$ cat src/hw/rtl/qpr_pkg.sv
// ----------------------------------------------------------------------------
// qpr_pkg
// Shared types, constants and the shift/saturate helper for the point rotator.
// ----------------------------------------------------------------------------
package qpr_pkg;

    localparam int COORD_W        = 31;
    localparam int QUAT_W         = 32;
    localparam int PROD_W         = COORD_W + QUAT_W;
    localparam int ACC_W          = 64;
    localparam int QUAT_FRAC_BITS = 30;

    typedef logic signed [COORD_W-1:0] coord_t;
    typedef logic signed [QUAT_W-1:0]  quat_t;
    typedef logic signed [PROD_W-1:0]  prod_t;
    typedef logic signed [ACC_W-1:0]   acc_t;

    localparam quat_t ROT_W_RESET = quat_t'(32'sd1073741824);

    // bounds of the intermediate t = q * p and of the rotated result
    localparam acc_t MID_MAX = acc_t'(64'sd1073741823);
    localparam acc_t MID_MIN = acc_t'(-64'sd1073741824);
    localparam acc_t OUT_MAX = acc_t'(64'sd536870912);
    localparam acc_t OUT_MIN = acc_t'(-64'sd536870912);

    typedef enum logic [1:0] {
        REG_ROT_X = 2'd0,
        REG_ROT_Y = 2'd1,
        REG_ROT_Z = 2'd2,
        REG_ROT_W = 2'd3
    } reg_idx_t;

    typedef struct packed {
        quat_t x;
        quat_t y;
        quat_t z;
        quat_t w;
    } quat_s_t;

    typedef struct packed {
        logic valid;
        logic batch_end;
        logic clip;
    } ctrl_t;

    // products of q * p
    typedef struct packed {
        prod_t y_pz;
        prod_t z_py;
        prod_t w_px;
        prod_t z_px;
        prod_t x_pz;
        prod_t w_py;
        prod_t x_py;
        prod_t y_px;
        prod_t w_pz;
        prod_t x_px;
        prod_t y_py;
        prod_t z_pz;
    } fwd_prod_t;

    typedef struct packed {
        coord_t x;
        coord_t y;
        coord_t z;
        coord_t w;
    } mid_t;

    // products of t * conj(q)
    typedef struct packed {
        prod_t tx_w;
        prod_t ty_z;
        prod_t tz_y;
        prod_t tw_x;
        prod_t tx_z;
        prod_t ty_w;
        prod_t tz_x;
        prod_t tw_y;
        prod_t ty_x;
        prod_t tx_y;
        prod_t tz_w;
        prod_t tw_z;
    } conj_prod_t;

    typedef struct packed {
        coord_t val;
        logic   clip;
    } sat_t;

    function automatic acc_t ext(input prod_t p);
        return acc_t'(p);
    endfunction

    // arithmetic shift out the quaternion scale, then clamp
    function automatic sat_t shift_sat(input acc_t acc, input acc_t lo, input acc_t hi);
        acc_t s;
        sat_t r;
        s = acc >>> QUAT_FRAC_BITS;
        priority if (s > hi) begin
            r.clip = 1'b1;
            r.val  = hi[COORD_W-1:0];
        end else if (s < lo) begin
            r.clip = 1'b1;
            r.val  = lo[COORD_W-1:0];
        end else begin
            r.clip = 1'b0;
            r.val  = s[COORD_W-1:0];
        end
        return r;
    endfunction

endpackage

$ cat src/hw/rtl/qpr_fwd_sum.sv
// ----------------------------------------------------------------------------
// qpr_fwd_sum
// Sums the q * p products, shifts and saturates to the intermediate t.
// ----------------------------------------------------------------------------
module qpr_fwd_sum (
    input  logic               aclk,
    input  logic               aresetn,
    input  logic               en,
    input  qpr_pkg::fwd_prod_t prod_in,
    input  qpr_pkg::ctrl_t     ctrl_in,
    output qpr_pkg::mid_t      mid_out,
    output qpr_pkg::ctrl_t     ctrl_out
);
    import qpr_pkg::*;

    acc_t  acc_x, acc_y, acc_z, acc_w;
    sat_t  sat_x, sat_y, sat_z, sat_w;
    mid_t  mid_reg;
    mid_t  mid_next;
    logic  valid_reg;
    logic  batch_end_reg;
    logic  clip_reg;
    logic  clip_next;

    always_comb begin
        acc_x = ext(prod_in.y_pz) - ext(prod_in.z_py) + ext(prod_in.w_px);
        acc_y = ext(prod_in.z_px) - ext(prod_in.x_pz) + ext(prod_in.w_py);
        acc_z = ext(prod_in.x_py) - ext(prod_in.y_px) + ext(prod_in.w_pz);
        acc_w = acc_t'(0) - ext(prod_in.x_px) - ext(prod_in.y_py) - ext(prod_in.z_pz);
        sat_x = shift_sat(acc_x, MID_MIN, MID_MAX);
        sat_y = shift_sat(acc_y, MID_MIN, MID_MAX);
        sat_z = shift_sat(acc_z, MID_MIN, MID_MAX);
        sat_w = shift_sat(acc_w, MID_MIN, MID_MAX);
        mid_next.x = sat_x.val;
        mid_next.y = sat_y.val;
        mid_next.z = sat_z.val;
        mid_next.w = sat_w.val;
        clip_next  = ctrl_in.clip | sat_x.clip | sat_y.clip | sat_z.clip | sat_w.clip;
    end

    always_ff @(posedge aclk) begin
        if (!aresetn) begin
            valid_reg <= 1'b0;
        end else if (en) begin
            valid_reg <= ctrl_in.valid;
        end
        if (en) begin
            mid_reg       <= mid_next;
            batch_end_reg <= ctrl_in.batch_end;
            clip_reg      <= clip_next;
        end
    end

    assign mid_out  = mid_reg;
    assign ctrl_out = '{valid: valid_reg, batch_end: batch_end_reg, clip: clip_reg};

endmodule

$ cat config.mk
export PLATFORM = sky130hd
export DESIGN_NAME = qpr_fwd_sum
export DESIGN_NICKNAME = d
export VERILOG_FILES = /design/src/hw/rtl/qpr_pkg.sv /design/src/hw/rtl/qpr_fwd_sum.sv
export SDC_FILE = /design/constraint.sdc
export NUM_CORES = 1
export LEC_CHECK = 0
export ABC_AREA = 1
export BUFFER_PORTS_ARGS = -buffer_cell sky130_fd_sc_hd__clkbuf_2
export CAP_MARGIN = 15
export CORE_AREA = 2 2 342 344
export CTS_CLUSTER_SIZE = 40
export DETAILED_ROUTE_END_ITERATION = 10
export DIE_AREA = 0 0 344 346
export GPL_TIMING_DRIVEN = 0
export PLACE_DENSITY = 0.51
export SYNTH_ARGS = -nofsm -noshare
export SYNTH_HDL_FRONTEND = slang
export SYNTH_SLANG_ARGS = --single-unit
export TNS_END_PERCENT = 10
$ cat constraint.sdc
create_clock -name aclk -period 6.3 [get_ports aclk]
set_input_delay 1.89 -clock aclk [delete_from_list [all_inputs] [get_ports aclk]]
set_output_delay 1.89 -clock aclk [all_outputs]
set_load 0.02 [all_outputs]
==> impl_metrics.csv, run 1 <==
group,metric,value,unit
synthesis,syn_inst,4855,
timing,max_clock_freq,194,MHz
synthesis,ys_async_sr_fraction,0,
job,maxCapViolations,0,
floorplanning,core-area,115000,sq um
drt,drt_iter0_markers,1926,
setup_path,critPathTopFamily,"adder cells",
layout,design_area,37600,sq um
clocking,clk_path_buf_depth,2,
layout,drive_above_1_share,0.180,
grt,grt_max_degree,87,
setup_path,critPathCaptureType,"register",
synthesis,synth_top_area_cell,"nand2_1",
floorplanning,die_w,344,um
setup_path,crit_slowest_cell,"fa_1",
setup_path,critPathRequiredTime,6.53,ns
setup_path,worstPathCellList,"clkbuf_2 > inv_1 > fa_1 > ha_1 > ha_1 > a21oi_1 > a21boi_0 > o21ai_0 > a21oi_1 > nand2_1 > nand2_1 > nand2_1 > nand2_1 > nand2_1 > nand2_1 > buf_2 > nand2_1",
setup_path,path_class,"primary input to register",
drt,drt_first_pass_iters,6,
layout,fillers,13100,
grt,antenna_found_initial,10,
timing,rsz0062_at_grt,"false",
clocking,post_cts_buffers,0,
worst_hold_path,hold_class,"register to register",
timing,setup_tns,0,ns
grt,overflow,0,
synthesis,synthMostInstantiatedCell,"nand2_1",
layout,synthToLayoutAreaGrowth,22.9,%
clocking,clk_latency,0.50,ns
place,io_buffers,888,
synthesis,synthTopCellsByArea,"nand2_1 17%, inv_1 16%, fa_1 16%, ha_1 13%, edfxtp_1 12%",
floorplanning,start_util,0.265,
timing,setup_viol,0,
clocking,holdBufCountCts,0,
place,finalWeightedCongestion,0.945,
timing,maxSlewHeadroom,0.369,
setup_path,arrival,5.39,ns
timing,finalMaxSlewViolations,0,
floorplanning,die_h,346,um
timing,finalClockSkew,0,ns
synthesis,yosysSeqAreaShare,0.124,
synthesis,ys.flop_type,"edfxtp_1",
synthesis,syn_nets,6178,
clocking,cts_htree_levels,4,
grt,grt_usage,0.221,
drt,routed_via_density,4.43,
drt,routed_wl,134000,um
setup_path,slowest_delay,0.49,ns
setup_path,crit_top_cell,"nand2_1",
clocking,cts.clk_slew.worst_paths,0.06,ns
synthesis,synth_warnings,0,
grt,grt_pass1_wl,195000,um
pwr,leakage,22.2,nW
floorplanning,dieArea,119000,sq um
drt,num_vias,32300,
timing,fin_crit_sh,0.820,
clocking,cts_inserted_buffers,17,
clocking,cts-root-buf,"clkbuf_16",
layout,register_area,3800,sq um
pwr,peakVddDrop,0.000220,V
timing,fin_crit,5.17,ns
clocking,numClockSinks,127,
layout,nNetsFinal,7086,
timing,tightestPinTransition,0.938,ns
synthesis,netlist_area,30600,sq um
drt,antenna_left,0,
synthesis,synthTopCellsByCount,"1,384 x nand2_1, 1,340 x inv_1, 463 x nor2_1",
synthesis,synth-edff-count,126,
layout,largest_register_ffs,124,
floorplanning,top_level_ports,889,
synthesis,synth_cell_types,45,
drt,drc,0,
clocking,cts_resized,0,
place,dpl.hpwl,122000,um
timing,hold_viol,0,
synthesis,synth-seq-cells,127,
run_status,outcome,"finished, final reports clean",
layout,multi_input_area,21500,sq um
synthesis,synth_top_area_share,0.170,
clocking,cts_tree,"done",
place,place_area,37000,sq um
setup_path,crit_path_start_kind,"primary input",
synthesis,syn_avg_cell_area,6.31,sq um
drt,wl_per_cell,18.4,um
setup_path,path_buf_inv,3,
setup_path,path_max_fanout,10,
floorplanning,num_rows,125,
grt,grt_pass1_vias,33000,
pwr,power.density,261,nW/um^2
==> per-stage QoR <==
| step | setup slack, ns | total power [mW] | instances | utilization | hold WS, ns |
|---|---|---|---|---|---|
| 2_1_floorplan | 1.73 | 5.97 | 4855 | - | 0.502 |
| 5_1_grt | 0.842 | 10.7 | 7301 | 0.326 | 0.588 |
| 3_3_place_gp | 0.568 | 8.74 | 7267 | 0.320 | 0.546 |
| 3_5_place_dp | 0.568 | 8.71 | 7268 | 0.321 | 0.553 |
| 4_1_cts | 1.13 | 9.94 | 7300 | 0.326 | 0.564 |
| 6_report | 1.13 | 9.84 | 7302 | 0.326 | 0.575 |
==> cell usage in the layout (no fill, tap or decap), types with 17 or more instances in the layout <==
cell type  instances
o21ai_2           34
edfxtp_1         126
a21oi_1          304
inv_1           1340
nor2_1           463
and3_1            17
xor2_1            56
o21ai_0          101
nand3_1          131
clkbuf_16         17
clkbuf_2         887
nand2_2           17
xnor2_1           49
a21o_1            17
nand2_1         1384
o21bai_1          53
ha_1             313
fa_1             248
nor3_1            49
nor2_2            19
==> routing by layer <==
| layer | vias up | wire length, um | global-route usage |
|---|---|---|---|
| li1 | 16400 | - | - |
| met5 | - | 71 | 0 |
| met1 | 14900 | 58000 | 0.277 |
| met2 | 952 | 64400 | 0.384 |
| met3 | 137 | 7110 | 0.0347 |
| met4 | 6 | 4480 | 0.0713 |
==> where the power goes <==
group | internal, mW | switching [mW]
Combinational | 2.30 | 4.87
Sequential | 1.43 | 0.106
Clock | 0.653 | 0.480
==> cell type report <==
class                   count  area share
plain buffers              26     0.00555
flip-flops and latches    127       0.101
clock buffers              23      0.0127
multi-input cells        3353       0.572
diodes                      2    0.000133
clock inverters             9     0.00356
well taps                1524      0.0507
repair buffers            889       0.119
inverters                1349       0.135
==> cells by family (layout without fill, tap and decap cells) <==
group / after synthesis / after routing / share of synthesized area
AO/OA/AOI/OAI: 564 / 564 / 0.106
XOR/XNOR: 105 / 105 / 0.0300
adder cells (fa/ha/maj): 561 / 561 / 0.290
buffers and inverters: 1375 / 2296 / 0.172
flip-flops: 127 / 127 / 0.124
other: 0 / 2 / 0
AND/OR/NAND/NOR: 2123 / 2123 / 0.278
==> worst register-to-register path, stage by stage (launching register included) <==
cell and delay, ns:
dfxtp_1 0.32, o21ai_0 0.17, a21oi_1 0.06
==> path summary, 6_finish.rpt <==
check | slack (ns) | depth (start not counted) | end | start
hold / removal | 0.58 | 2 | valid_reg | valid_reg
hold reg to reg | 0.58 | 2 | valid_reg | valid_reg
setup / recovery | 1.13 | 17 | mid_out[1] | prod_in[30]
setup reg to reg | 5.62 | 2 | valid_reg | valid_reg
Power figures use the tool's default switching activity.
==> run 2, diff against run 1 <==
- PLACE_DENSITY: 0.51 -> 0.52
- clock period: 6.3 -> 4.7 ns (I/O delays scaled with it)
==> impl_metrics.csv, run 2 (synthesis results as in run 1) <==
group,metric,value,unit
timing,maxSlewHeadroom,0.396,
drt,routed_via_density,4.43,
pwr,peakVddDrop,0.000303,V
place,dpl.hpwl,123000,um
clocking,numClockSinks,127,
drt,num_vias,32400,
timing,fin_crit,4.54,ns
worst_hold_path,hold_class,"register to register",
setup_path,critPathTopFamily,"simple AND/OR/NAND/NOR gates",
setup_path,critPathRequiredTime,4.93,ns
floorplanning,num_rows,125,
grt,grt_max_degree,89,
place,finalWeightedCongestion,0.966,
drt,antenna_left,0,
setup_path,path_buf_inv,5,
timing,worst_slack,0.160,ns
setup_path,arrival,4.77,ns
pwr,clkPwrFrac,0.116,
layout,final_util,0.326,
setup_path,crit_top_cell,"nand2_1",
setup_path,path_class,"primary input to register",
layout,layout_commonest_cell,"nand2_1",
drt,drt_first_pass_iters,7,
setup_path,crit_slowest_cell,"fa_1",
floorplanning,die_w,344,um
floorplanning,core-area,115000,sq um
place,io_buffers,888,
clocking,cts_inserted_buffers,17,
layout,layout_common_cells,"1,383 x nand2_1, 1,340 x inv_1, 887 x clkbuf_2, 463 x nor2_1, 312 x ha_1",
clocking,holdBufCountCts,0,
grt,grt_pass1_wl,197000,um
layout,nNetsFinal,7086,
timing,hold_viol,0,
floorplanning,start_util,0.265,
pwr,leakage,22.2,nW
timing,setup_viol,0,
pwr,p_seq_frac,0.157,
layout,largest_register_ffs,124,
setup_path,slowest_delay,0.54,ns
pwr,power.density,351,nW/um^2
floorplanning,die_h,346,um
floorplanning,top_level_ports,889,
job,maxCapViolations,0,
clocking,post_cts_buffers,0,
setup_path,worstPathCellList,"clkbuf_2 > inv_1 > fa_1 > inv_1 > ha_1 > nand2_1 > inv_1 > a21oi_1 > nand2_1 > nand2_1 > nand2_1 > a21oi_1 > nand2_1 > nand2_1 > nand2_1 > nand3_1 > nand2_1 > buf_4 > o21ai_1",
grt,overflow,0,
grt,antenna_found_initial,6,
pwr,combinationalPowerShare,0.728,
layout,layout.cells.non_filler,7301,
clocking,cts.clk_slew.worst_paths,0.07,ns
floorplanning,dieArea,119000,sq um
setup_path,crit_path_start_kind,"primary input",
timing,max_clock_freq,220,MHz
grt,grt_pass1_vias,32900,
clocking,clk_path_buf_depth,2,
place,place_area,37000,sq um
drt,wl_per_cell,18.4,um
setup_path,path_max_fanout,10,
drt,drc,0,
layout,drive_above_1_share,0.182,
pwr,power.total,13.2,mW
place,dp_cells,7268,
clocking,cts-root-buf,"clkbuf_16",
layout,design_area,37700,sq um
clocking,clk_latency,0.51,ns
clocking,cts_tree,"done",
layout,synthToLayoutAreaGrowth,23.0,%
place,pre_cts_ws,-0.589,ns
pwr,p_sw,7.33,mW
grt,grt_usage,0.223,
timing,fin_crit_sh,0.966,
timing,finalMaxSlewViolations,0,
clocking,cts_htree_levels,4,
pwr,switching_share,0.555,
drt,routed_wl,135000,um
run_status,outcome,"finished, final reports clean",
pwr,p_int,5.89,mW
setup_path,critPathCaptureType,"register",
timing,finalClockSkew,0,ns
timing,tightestPinTransition,0.903,ns
drt,drt_iter0_markers,1589,
-- run 2: cell count changes in the layout (fill, tap and decap cells not counted), sizes merged --
cell      before  now
clkbuf       911  909
clkinv         1    6
buf           27   26
diode          2    1
clkinvlp       4    2
-- run 2: tightest hold or removal path, stage by stage, from the launching register on --
cell	delay [ns]
dfxtp_1	0.32
o21ai_0	0.16
a21oi_1	0.04
-- run 2: metrics by stage --
stage | hold WS [ns] | setup TNS, ns
floorplan | 0.502 | 0
global placement | 0.526 | -45.46
detailed placement | 0.545 | -33.60
CTS | 0.557 | 0
global route | 0.619 | -0.00167
finish | 0.557 | 0
-- run 2: layout make-up --
cell class,count,area (sq um)
multi-input cells,3353,21600
clock inverters,12,159
clock buffers,20,467
flip-flops and latches,127,3800
diodes,1,2.50
fillers,13100,77800
well taps,1524,1910
plain buffers,26,214
inverters,1349,5070
repair buffers,889,4480
-- run 2: routing by layer --
metal	wire length, um	global-route usage	part of all wire	up-vias
met5	26	0	0.00019	-
met4	2480	0.0443	0.018	4
met3	6560	0.0301	0.049	96
met2	66900	0.401	0.50	853
met1	58600	0.281	0.44	15000
li1	-	-	-	16400
-- run 2: final timing paths --
path / cells after the start / endpoint / slack, ns / startpoint
max: 19 / mid_out[103] / 0.16 / prod_in[601]
min reg2reg: 2 / valid_reg / 0.56 / valid_reg
min: 2 / valid_reg / 0.56 / valid_reg
max reg2reg: 2 / valid_reg / 4.04 / valid_reg
-- run 2: power by group through the flow --
stage / Combinational [mW] / Sequential, mW / Clock [mW]
after global placement: 9.65 / 2.09 / 0
final: 9.62 / 2.07 / 1.53
after global routing: 10.7 / 2.11 / 1.61
after floorplan: 5.36 / 2.64 / 0
after CTS: 9.68 / 2.08 / 1.58
after detailed placement: 9.61 / 2.09 / 0
-- run 2: what timing repair did --
item / CTS / global route
endpoints found under the hold margin: 0 / 0
resized for setup: 1 / 12
gates cloned: 0 / 0
endpoints found under the setup margin: 4 / 43
