--- src/hw/rtl/qpr_pkg.sv ---
// ----------------------------------------------------------------------------
// qpr_pkg
// Shared types, constants and the shift/saturate helper for the point rotator.
// ----------------------------------------------------------------------------
package qpr_pkg;

    localparam int COORD_W        = 31;
    localparam int QUAT_W         = 32;
    localparam int PROD_W         = COORD_W + QUAT_W;
    localparam int ACC_W          = 64;
    localparam int QUAT_FRAC_BITS = 30;

    typedef logic signed [COORD_W-1:0] coord_t;
    typedef logic signed [QUAT_W-1:0]  quat_t;
    typedef logic signed [PROD_W-1:0]  prod_t;
    typedef logic signed [ACC_W-1:0]   acc_t;

    localparam quat_t ROT_W_RESET = quat_t'(32'sd1073741824);

    // bounds of the intermediate t = q * p and of the rotated result
    localparam acc_t MID_MAX = acc_t'(64'sd1073741823);
    localparam acc_t MID_MIN = acc_t'(-64'sd1073741824);
    localparam acc_t OUT_MAX = acc_t'(64'sd536870912);
    localparam acc_t OUT_MIN = acc_t'(-64'sd536870912);

    typedef enum logic [1:0] {
        REG_ROT_X = 2'd0,
        REG_ROT_Y = 2'd1,
        REG_ROT_Z = 2'd2,
        REG_ROT_W = 2'd3
    } reg_idx_t;

    typedef struct packed {
        quat_t x;
        quat_t y;
        quat_t z;
        quat_t w;
    } quat_s_t;

    typedef struct packed {
        logic valid;
        logic batch_end;
        logic clip;
    } ctrl_t;

    // products of q * p
    typedef struct packed {
        prod_t y_pz;
        prod_t z_py;
        prod_t w_px;
        prod_t z_px;
        prod_t x_pz;
        prod_t w_py;
        prod_t x_py;
        prod_t y_px;
        prod_t w_pz;
        prod_t x_px;
        prod_t y_py;
        prod_t z_pz;
    } fwd_prod_t;

    typedef struct packed {
        coord_t x;
        coord_t y;
        coord_t z;
        coord_t w;
    } mid_t;

    // products of t * conj(q)
    typedef struct packed {
        prod_t tx_w;
        prod_t ty_z;
        prod_t tz_y;
        prod_t tw_x;
        prod_t tx_z;
        prod_t ty_w;
        prod_t tz_x;
        prod_t tw_y;
        prod_t ty_x;
        prod_t tx_y;
        prod_t tz_w;
        prod_t tw_z;
    } conj_prod_t;

    typedef struct packed {
        coord_t val;
        logic   clip;
    } sat_t;

    function automatic acc_t ext(input prod_t p);
        return acc_t'(p);
    endfunction

    // arithmetic shift out the quaternion scale, then clamp
    function automatic sat_t shift_sat(input acc_t acc, input acc_t lo, input acc_t hi);
        acc_t s;
        sat_t r;
        s = acc >>> QUAT_FRAC_BITS;
        priority if (s > hi) begin
            r.clip = 1'b1;
            r.val  = hi[COORD_W-1:0];
        end else if (s < lo) begin
            r.clip = 1'b1;
            r.val  = lo[COORD_W-1:0];
        end else begin
            r.clip = 1'b0;
            r.val  = s[COORD_W-1:0];
        end
        return r;
    endfunction

endpackage

--- src/hw/rtl/qpr_conj_sum.sv ---
// ----------------------------------------------------------------------------
// qpr_conj_sum
// Sums t * conj(q) into the rotated point, saturates, holds the result.
// ----------------------------------------------------------------------------
module qpr_conj_sum (
    input  logic                aclk,
    input  logic                aresetn,
    input  logic                en,
    input  qpr_pkg::conj_prod_t prod_in,
    input  qpr_pkg::ctrl_t      ctrl_in,
    output qpr_pkg::coord_t     rx,
    output qpr_pkg::coord_t     ry,
    output qpr_pkg::coord_t     rz,
    output qpr_pkg::ctrl_t      ctrl_out
);
    import qpr_pkg::*;

    acc_t   acc_x, acc_y, acc_z;
    sat_t   sat_x, sat_y, sat_z;
    coord_t rx_reg, ry_reg, rz_reg;
    logic   valid_reg;
    logic   batch_end_reg;
    logic   clip_reg;
    logic   clip_next;

    // conj(q) negates x, y, z, which flips the signs of those terms
    always_comb begin
        acc_x = ext(prod_in.tx_w) - ext(prod_in.ty_z) + ext(prod_in.tz_y)
              - ext(prod_in.tw_x);
        acc_y = ext(prod_in.tx_z) + ext(prod_in.ty_w) - ext(prod_in.tz_x)
              - ext(prod_in.tw_y);
        acc_z = ext(prod_in.ty_x) - ext(prod_in.tx_y) + ext(prod_in.tz_w)
              - ext(prod_in.tw_z);
        sat_x = shift_sat(acc_x, OUT_MIN, OUT_MAX);
        sat_y = shift_sat(acc_y, OUT_MIN, OUT_MAX);
        sat_z = shift_sat(acc_z, OUT_MIN, OUT_MAX);
        clip_next = ctrl_in.clip | sat_x.clip | sat_y.clip | sat_z.clip;
    end

    always_ff @(posedge aclk) begin
        if (!aresetn) begin
            valid_reg <= 1'b0;
        end else if (en) begin
            valid_reg <= ctrl_in.valid;
        end
        if (en) begin
            rx_reg        <= sat_x.val;
            ry_reg        <= sat_y.val;
            rz_reg        <= sat_z.val;
            batch_end_reg <= ctrl_in.batch_end;
            clip_reg      <= clip_next;
        end
    end

    assign rx       = rx_reg;
    assign ry       = ry_reg;
    assign rz       = rz_reg;
    assign ctrl_out = '{valid: valid_reg, batch_end: batch_end_reg, clip: clip_reg};

endmodule

--- config.mk ---
export PLATFORM = sky130hd
export DESIGN_NAME = qpr_conj_sum
export DESIGN_NICKNAME = d
export VERILOG_FILES = /design/src/hw/rtl/qpr_pkg.sv /design/src/hw/rtl/qpr_conj_sum.sv
export SDC_FILE = /design/constraint.sdc
export NUM_CORES = 1
export LEC_CHECK = 0
export BUFFER_PORTS_ARGS = -buffer_cell sky130_fd_sc_hd__buf_2
export CAP_MARGIN = 20
export CORE_AREA = 2 2 330 332
export DETAILED_ROUTE_END_ITERATION = 8
export DIE_AREA = 0 0 332 334
export PLACE_DENSITY = 0.5
export SLEW_MARGIN = 5
export SYNTH_ARGS = -nofsm -noshare
export SYNTH_HDL_FRONTEND = slang
export SYNTH_SLANG_ARGS = --single-unit
--- constraint.sdc ---
create_clock -name aclk -period 8.8 [get_ports aclk]
set_clock_uncertainty 0.2 [all_clocks]
set_input_delay 0.44 -clock aclk [delete_from_list [all_inputs] [get_ports aclk]]
set_output_delay 0.44 -clock aclk [all_outputs]
set_load 0.05 [all_outputs]
==> summary.md, run 1 <==
| Metric | Value |
|---|---|
| Vias per std cell | `approximately 4.6` |
| Pre-antenna DRT Iters | `6` |
| HPWL after detailed placement | `84,870 um` |
| Critical Path AT | `6860 ps` |
| Num rows | `121` |
| Fin Hold WS | `64.21 ps` |
| RSZ-0062 raised after global routing | `false` |
| Fmax | `0.1461 GHz` |
| Crit path time final | `between 6000 and 7000 ps` |
| Status | `completed` |
| Setup TNS | `0 ps` |
| Clock sinks | `96` |
| Synthesis-stage register bit count | `96` |
| CTS Buf Count | `9` |
| Endpoints failing hold | `0` |
| Reg2Reg Capture Point | `valid_reg$_SDFFE_PN0P_` |
| Hold worst-path end | `valid_reg$_SDFFE_PN0P_` |
| Layout Area Growth over Synthesis | `24.98%` |
| WHS Path Cells | `3` |
| DRC | `0` |
| Mapped Area | `24,700 um2` |
| Max IR drop VDD | `0.1109 mV` |
| H-tree lvl count | `3` |
| Power density cells | `207.3 nW/um2` |
| Worst-Skew Late Latency | `about 430 ps` |
| Post-route antenna net violation count | `0` |
| Initial antenna violation count | `6` |
| Final Non-Filler Cells | `5,193` |
| GRT Util Overall | `between 15 and 20%` |
| Routed WL | `94,040 um` |
| Slew @ Worst Pin | `1174 ps` |
| Final setup fails | `0` |
| R2R Path Start | `valid_reg$_SDFFE_PN0P_` |
| Hold WC Path Type | `in2reg` |
| Number of synthesized flops with an enable pin | `95` |
| Slowest stage cell on the critical path | `nor4b_1` |
| Path depth of the worst reg2reg path | `2` |
| Clk slew on worst S/H paths | `110 ps` |
| Hold Crit Start | `ctrl_in[2]` |
| Dpl ws | `1570 ps` |
| Fin crit share | `77.76%` |
| First-pass GRT wire length | `between 100,000 and 150,000 um` |
| Synth Instances | `2,956` |
| Initial DRC count | `around 1,400` |
| I/O Buffers | `857` |
| Fill cells | `11,864` |
| Mean routed wirelength per cell | `18.11 um` |
| Critical Path RT | `a little under 9000 ps` |
| Die Y | `between 300 and 400 um` |
| Root buf cell | `clkbuf_16` |
| LEAKAGE | `roughly 0.016 uW` |
| Setup ws final | `1957 ps` |
| Crit-path max FO | `28` |
| Final GP Congestion | `0.9257` |
| Largest net degree at the start of global routing | `65` |
| CP Launch Type | `input pin` |
| Post-placement cell count | `5,171` |
| Sequential fraction of the synthesis area | `11.63%` |
| Nets@finish | `5,097` |
| Die extent in x | `332 um` |
| WS Path Type | `in2reg` |
| YS warnings | `0` |
| Share of cells above drive strength 1 | `24.31%` |
| Die area | `110,900 um2` |
| Final Max Slew Viols | `0` |
| Overflow after GRT | `0` |
| Vias in the first global route | `~25,000` |
| Synth async-reset ratio | `0%` |
| Commonest non-fill, non-tap cells in the layout | `buf_2, inv_1, fa_1` |
| Post-Synthesis Net Count | `4,282` |
| Commonest non-fill, non-tap cell in the layout | `buf_2` |
| Worst-path cell chain | `buf_2 -> fa_1 -> inv_1 -> fa_1 -> ha_1 -> a21oi_1 -> o21ai_0 -> a2111oi_0 -> a2111oi_0 -> a211oi_1 -> nand2_1 -> o311ai_0 -> nor4b_1 -> nand4_1 -> nor4b_1 -> a211oi_4 -> buf_4 -> nor2_1` |
| Critical Path Max Stage Delay | `770 ps` |
| Syn_area_per_cell | `between 8 and 9 um2` |
| CTS tree | `done` |
| Routed via count | `24,048` |
| Worst-case clock buffer depth | `2` |
| # hold bufs at CTS | `2` |
| Max-slew headroom | `21.20%` |
| Max cap viols | `0` |
| IO Pins | `858` |
| Initial Utilization | `between 20 and 25%` |
| Top_reg_cell synth | `edfxtp_1` |
| Post-CTS setup buffers | `0` |
| Synth unique cells | `91` |
| CP Capture Type | `flip-flop` |
| Critical Path Source | `prod_in[510]` |
| Post-cts resize count | `0` |
| R2r setup slk | `a little under 8000 ps` |
| Core ar. | `107,800 um2` |
## final cells by class
cell class / count / area [um2] / share of cell area, %
multi-input combinational: 2083 / 18910 / 61.24
timing repair buffer: 865 / 4357 / 14.11
sequential: 96 / 2873 / 9.305
inverter: 716 / 2688 / 8.706
tap: 1414 / 1769 / 5.731
clock buffer: 10 / 229.0 / 0.7417
clock inverter: 6 / 42.54 / 0.1378
antenna: 3 / 7.507 / 0.02432
## worst max-delay path, delay by kind of cell
kind	cells	cell delay [ps]
compound gates	7	2580
buf+inv	3	470
fa+ha+maj	3	1370
simple gates	5	1960
## metal layers
layer  routed length [um]  GRT usage [%]  vias to the layer above
met4                 1394          3.385                        4
met2                48830          30.93                      800
li1                     -              -                    11491
met3                 5186          2.198                       66
met1                38610          20.53                    11687
met5                   27              0                        -
## cells by family (layout without fill, tap and decap cells)
group | count (synthesis) | after routing | synth area share (%)
flops | 96 | 96 | 11.63
compound gates | 704 | 704 | 18.60
simple gates | 723 | 723 | 14.52
buf+inv | 777 | 1597 | 11.88
xor+xnor | 74 | 74 | 2.654
other cells | 0 | 3 | 0
mux | 18 | 18 | 0.7496
fa+ha+maj | 564 | 564 | 39.96
## synthesized netlist by cell type (27+ instances only)
cell / instances / area (um2)
nor3_1: 42 / 210.2
a211oi_1: 27 / 202.7
a21oi_1: 216 / 1081
a21o_1: 71 / 533.0
xnor2_1: 42 / 367.9
nand2_1: 207 / 777.0
nand3_1: 65 / 325.3
nand4_1: 66 / 412.9
o211ai_1: 29 / 217.7
nor2_1: 167 / 626.9
ha_1: 189 / 2365
o21ai_0: 136 / 680.7
fa_1: 375 / 7507
clkbuf_1: 51 / 191.4
nor2b_1: 27 / 168.9
xor2_1: 31 / 271.5
inv_1: 715 / 2684
o21a_1: 30 / 225.2
edfxtp_1: 95 / 2853
## worst max-delay path by stage
| stage | end | depth (start not counted) |
|---|---|---|
| detailed placement | rx[0]$_SDFFCE_PP0P_ | 18 |
| finish | rx[0]$_SDFFCE_PP0P_ | 18 |
| global placement | rx[0]$_SDFFCE_PP0P_ | 18 |
| floorplan | clip_reg$_DFFE_PP_ | 17 |
| CTS | rx[0]$_SDFFCE_PP0P_ | 18 |
| global route | rx[0]$_SDFFCE_PP0P_ | 18 |
## power breakdown
group | internal [uW] | total [uW] | switching [uW]
Clock | 195 | 441 | 246
Combinational | 1870 | 5290 | 3430
Sequential | 637 | 663 | 26.5
Total | 2700 | 6400 | 3700
## stage by stage
| stage | utilization, % | area [um2] | power (uW) |
|---|---|---|---|
| after floorplan | - | 24700 | 4297 |
| after global placement | 28.36 | 30570 | 5937 |
| after detailed placement | 28.36 | 30570 | 5919 |
| after CTS | 28.63 | 30860 | 6416 |
| after global routing | 28.64 | 30870 | 7017 |
| final | 28.64 | 30870 | 6399 |
Note: power is estimated with default switching activity, not from simulation.
==> run 2, diff against run 1 <==
ABC_AREA = 1   (was unset)
CORE_AREA = 2 2 337 339   (was 2 2 330 332)
DIE_AREA = 0 0 339 341   (was 0 0 332 334)
PLACE_DENSITY = 0.56   (was 0.5)
clock period = 6.1 ns   (was 8.8 ns; I/O delays follow)
==> run 2 against run 1 <==
  * First-iteration DRC count increased by 43%
  * Via count is 35% higher
  * Utilization rose by 4.6 points
  * Highest routed layer unchanged
  * Sequential share of layout area fell by 1.6 points
  * Critical endpoint is now ry[13]$_SDFFCE_PP0P_
==> summary.md, run 2 <==
| Metric | Value |
|---|---|
| Dpl ws | `993.4 ps (-576.6 ps)` |
| Endpoints failing hold | `0 (unchanged)` |
| Largest net degree at the start of global routing | `54 (-17%)` |
| HPWL after detailed placement | `119,800 um (+41%)` |
| Crit path time final | `~4800 ps` |
| I/O Buffers | `857 (unchanged)` |
| Crit-path max FO | `17 (-39%)` |
| Initial Utilization | `27.41% (+4.5 points)` |
| WHS Path Cells | `3 (unchanged)` |
| Fill cells | `12,782 (+7.7%)` |
| Worst-case clock buffer depth | `2 (unchanged)` |
| Root buf cell | `clkbuf_16` |
| Clk slew on worst S/H paths | `90 ps (-20 ps)` |
| GRT Util Overall | `22.16% (+5.5 points)` |
| Setup ws final | `1314 ps (-643.7 ps)` |
| CP Launch Type | `input pin` |
| CTS tree | `done` |
| Hold WC Path Type | `in2reg` |
| Vias in the first global route | `32,676 (+31%)` |
| R2r setup slk | `4680 ps (-3270 ps)` |
| Commonest non-fill, non-tap cell in the layout | `nand2_1` |
| Final setup fails | `0 (unchanged)` |
| IO Pins | `858 (unchanged)` |
| Hold worst-path end | `clip_reg$_DFFE_PP_` |
| Share of cells above drive strength 1 | `15.20% (-9.1 points)` |
| Post-Synthesis Net Count | `6,462 (+51%)` |
| Yosys top cell area share | `24.48% (-5.9 points)` |
| Reg2Reg Capture Point | `valid_reg$_SDFFE_PN0P_` |
| Post-place instance area | `36,780 um2 (+20%)` |
| Power density cells | `325.1 nW/um2 (+57%)` |
| Top_reg_cell synth | `edfxtp_1` |
| First-pass GRT wire length | `193,000 um (+34%)` |
| Path depth of the worst reg2reg path | `3 (+1)` |
| Mean routed wirelength per cell | `17.18 um (-5.1%)` |
| Clock sinks | `96 (unchanged)` |
| Synthesis-stage register bit count | `96 (unchanged)` |
| Routed via count | `32,488 (+35%)` |
| CP Capture Type | `flip-flop` |
| Max-slew headroom | `41.34% (+20 points)` |
| Fin crit share | `78.46%` |
| Mapped Area | `30,670 um2 (+24%)` |
| Num rows | `123 (+1.7%)` |
| Layout Area Growth over Synthesis | `21.09%` |
| Final GP Congestion | `1.022 (+10%)` |
| Synth unique cells | `33 (-64%)` |
| WS Path Type | `in2reg` |
| Initial DRC count | `1,962 (+43%)` |
| RSZ-0062 raised after global routing | `false` |
| Die area | `115,600 um2 (+4.2%)` |
| Die extent in x | `339 um (+2.1%)` |
| Initial antenna violation count | `6 (unchanged)` |
| Post-synth top area cell | `fa_1` |
| R2R Path Start | `valid_reg$_SDFFE_PN0P_` |
| Max IR drop VDD | `0.1779 mV (+60%)` |
| Status | `completed` |
| Die Y | `341 um (+2.1%)` |
| Critical Path RT | `6130 ps (-2690 ps)` |
| Final Non-Filler Cells | `7,511 (+45%)` |
| Synth Instances | `5,136 (+74%)` |
| Post-route antenna net violation count | `0 (unchanged)` |
| Post-route cell area | `37,140 um2 (+20%)` |
| Synth cell count leaders | `nand2_1, inv_1, nor2_1` |
| Nets@finish | `7,326 (+44%)` |
| Slew @ Worst Pin | `879.9 ps (-294.1 ps)` |
| Max cap viols | `0 (unchanged)` |
| Routed WL | `129,000 um (+37%)` |
| Total power draw | `12,070 uW (+89%)` |
| Worst-Skew Late Latency | `410 ps (-20 ps)` |
| Fmax | `0.2089 GHz` |
| LEAKAGE | `0.02349 uW (+49%)` |
| Pre-antenna DRT Iters | `5 (-1)` |
| H-tree lvl count | `3 (unchanged)` |
| Setup TNS | `0 ps (unchanged)` |
| Most frequent cell after synthesis | `nand2_1` |
| DRC | `0 (unchanged)` |
| Sequential fraction of the synthesis area | `9.366% (-2.3 points)` |
| Vias per std cell | `4.325 (-6.6%)` |
| Final Max Slew Viols | `0 (unchanged)` |
| Post-placement cell count | `7,486 (+45%)` |
| CTS Buf Count | `9 (unchanged)` |
| Number of synthesized flops with an enable pin | `95 (unchanged)` |
| Hold Crit Start | `ctrl_in[0]` |
| Syn_area_per_cell | `5.972 um2 (-29%)` |
| YS warnings | `0 (unchanged)` |
| Overflow after GRT | `0 (unchanged)` |
| Commonest non-fill, non-tap cells in the layout | `nand2_1, inv_1, buf_2` |
| Largest cells by area after synthesis | `fa_1, nand2_1, inv_1, edfxtp_1, ha_1` |
| Critical Path AT | `4810 ps (-2050 ps)` |
| Core ar. | `111,900 um2 (+3.8%)` |
| Synth async-reset ratio | `0% (unchanged)` |
[run 2: cell count changes in the layout (fill, tap and decap cells not counted), moves of 29 or more]
cell / previous run / this run
a21o_1: 71 / 2
a21oi_1: 216 / 172
inv_1: 715 / 1621
nand2_1: 207 / 1873
nand3_1: 65 / 160
nand3b_1: 9 / 45
nor2_1: 167 / 395
o211ai_1: 29 / 0
o21a_1: 30 / 1
o21ai_0: 136 / 34
xor2_1: 31 / 1
[run 2: kinds of logic after synthesis]
logic type	share of synthesized area, %
fa+ha+maj	32.19
simple gates	33.89
xor+xnor	0.4569
flops	9.366
buf+inv	20.16
compound gates	3.941
[run 2: timing repair]
| item | 4_1_cts | 5_1_grt |
|---|---|---|
| buffers inserted | 0 | 0 |
| hold buffers | 3 | 0 |
| resized for setup | 0 | 0 |
| hold endpoints to repair | 2 | 0 |
[run 2: worst max path at each step]
stage | start | end | slack (ps)
final | prod_in[364] | ry[13]$_SDFFCE_PP0P_ | 1310
after global routing | prod_in[0] | rz[9]$_SDFFCE_PP0P_ | 1100
after CTS | prod_in[85] | rz[9]$_SDFFCE_PP0P_ | 1430
after detailed placement | prod_in[85] | rz[9]$_SDFFCE_PP0P_ | 990
after global placement | prod_in[364] | ry[12]$_SDFFCE_PP0P_ | 900
after floorplan | prod_in[100] | rz[20]$_SDFFCE_PP0P_ | 2310
[run 2: through the flow]
stage / util, % / hold slack [ps]
2_1_floorplan: - / 198.5
3_3_place_gp: 32.87 / 285.1
3_5_place_dp: 32.87 / 285.8
5_1_grt: 33.19 / 148.2
6_report: 33.19 / 135.2
4_1_cts: 33.18 / 136.2
[run 2: layout make-up]
type	count	area [um2]	share of cell area, %
multi-input cells	3405	21610	58.20
inverters	1624	6096	16.41
repair buffers	864	4352	11.72
flip-flops and latches	96	2873	7.735
well taps	1500	1877	5.053
clock buffers	9	225.2	0.6064
clock inverters	7	87.58	0.2358
diodes	6	15.01	0.04043
[run 2: metal layers]
layer	routed length (um)	global-route usage, %	vias to the layer above
met4	1955	3.639	4
met3	7581	3.175	79
met1	56170	28.57	15030
met5	23	0	-
li1	-	-	16467
met2	63320	39.64	908
[run 2: critical path, stage by stage]
cell and delay [ps]:
buf_2 140, fa_1 470, fa_1 570, inv_1 50, ha_1 480, nand2_1 160
nor2_1 360, nand2_1 160, nor3_1 410, nand3_1 240, nand3b_1 150, nand2_1 150
nor2_1 170, nand4_1 140, nand2_1 120, nand2_2 210, buf_4 280, nor2_1 230
[run 2: power breakdown]
group          leakage (uW)  total (uW)  switching [uW]  internal, uW
combinational        0.0224       10200            7240          2970
clock              0.000151         678             351           327
sequential         0.000921        1190            88.9          1100
total                0.0235       12100            7680          4400
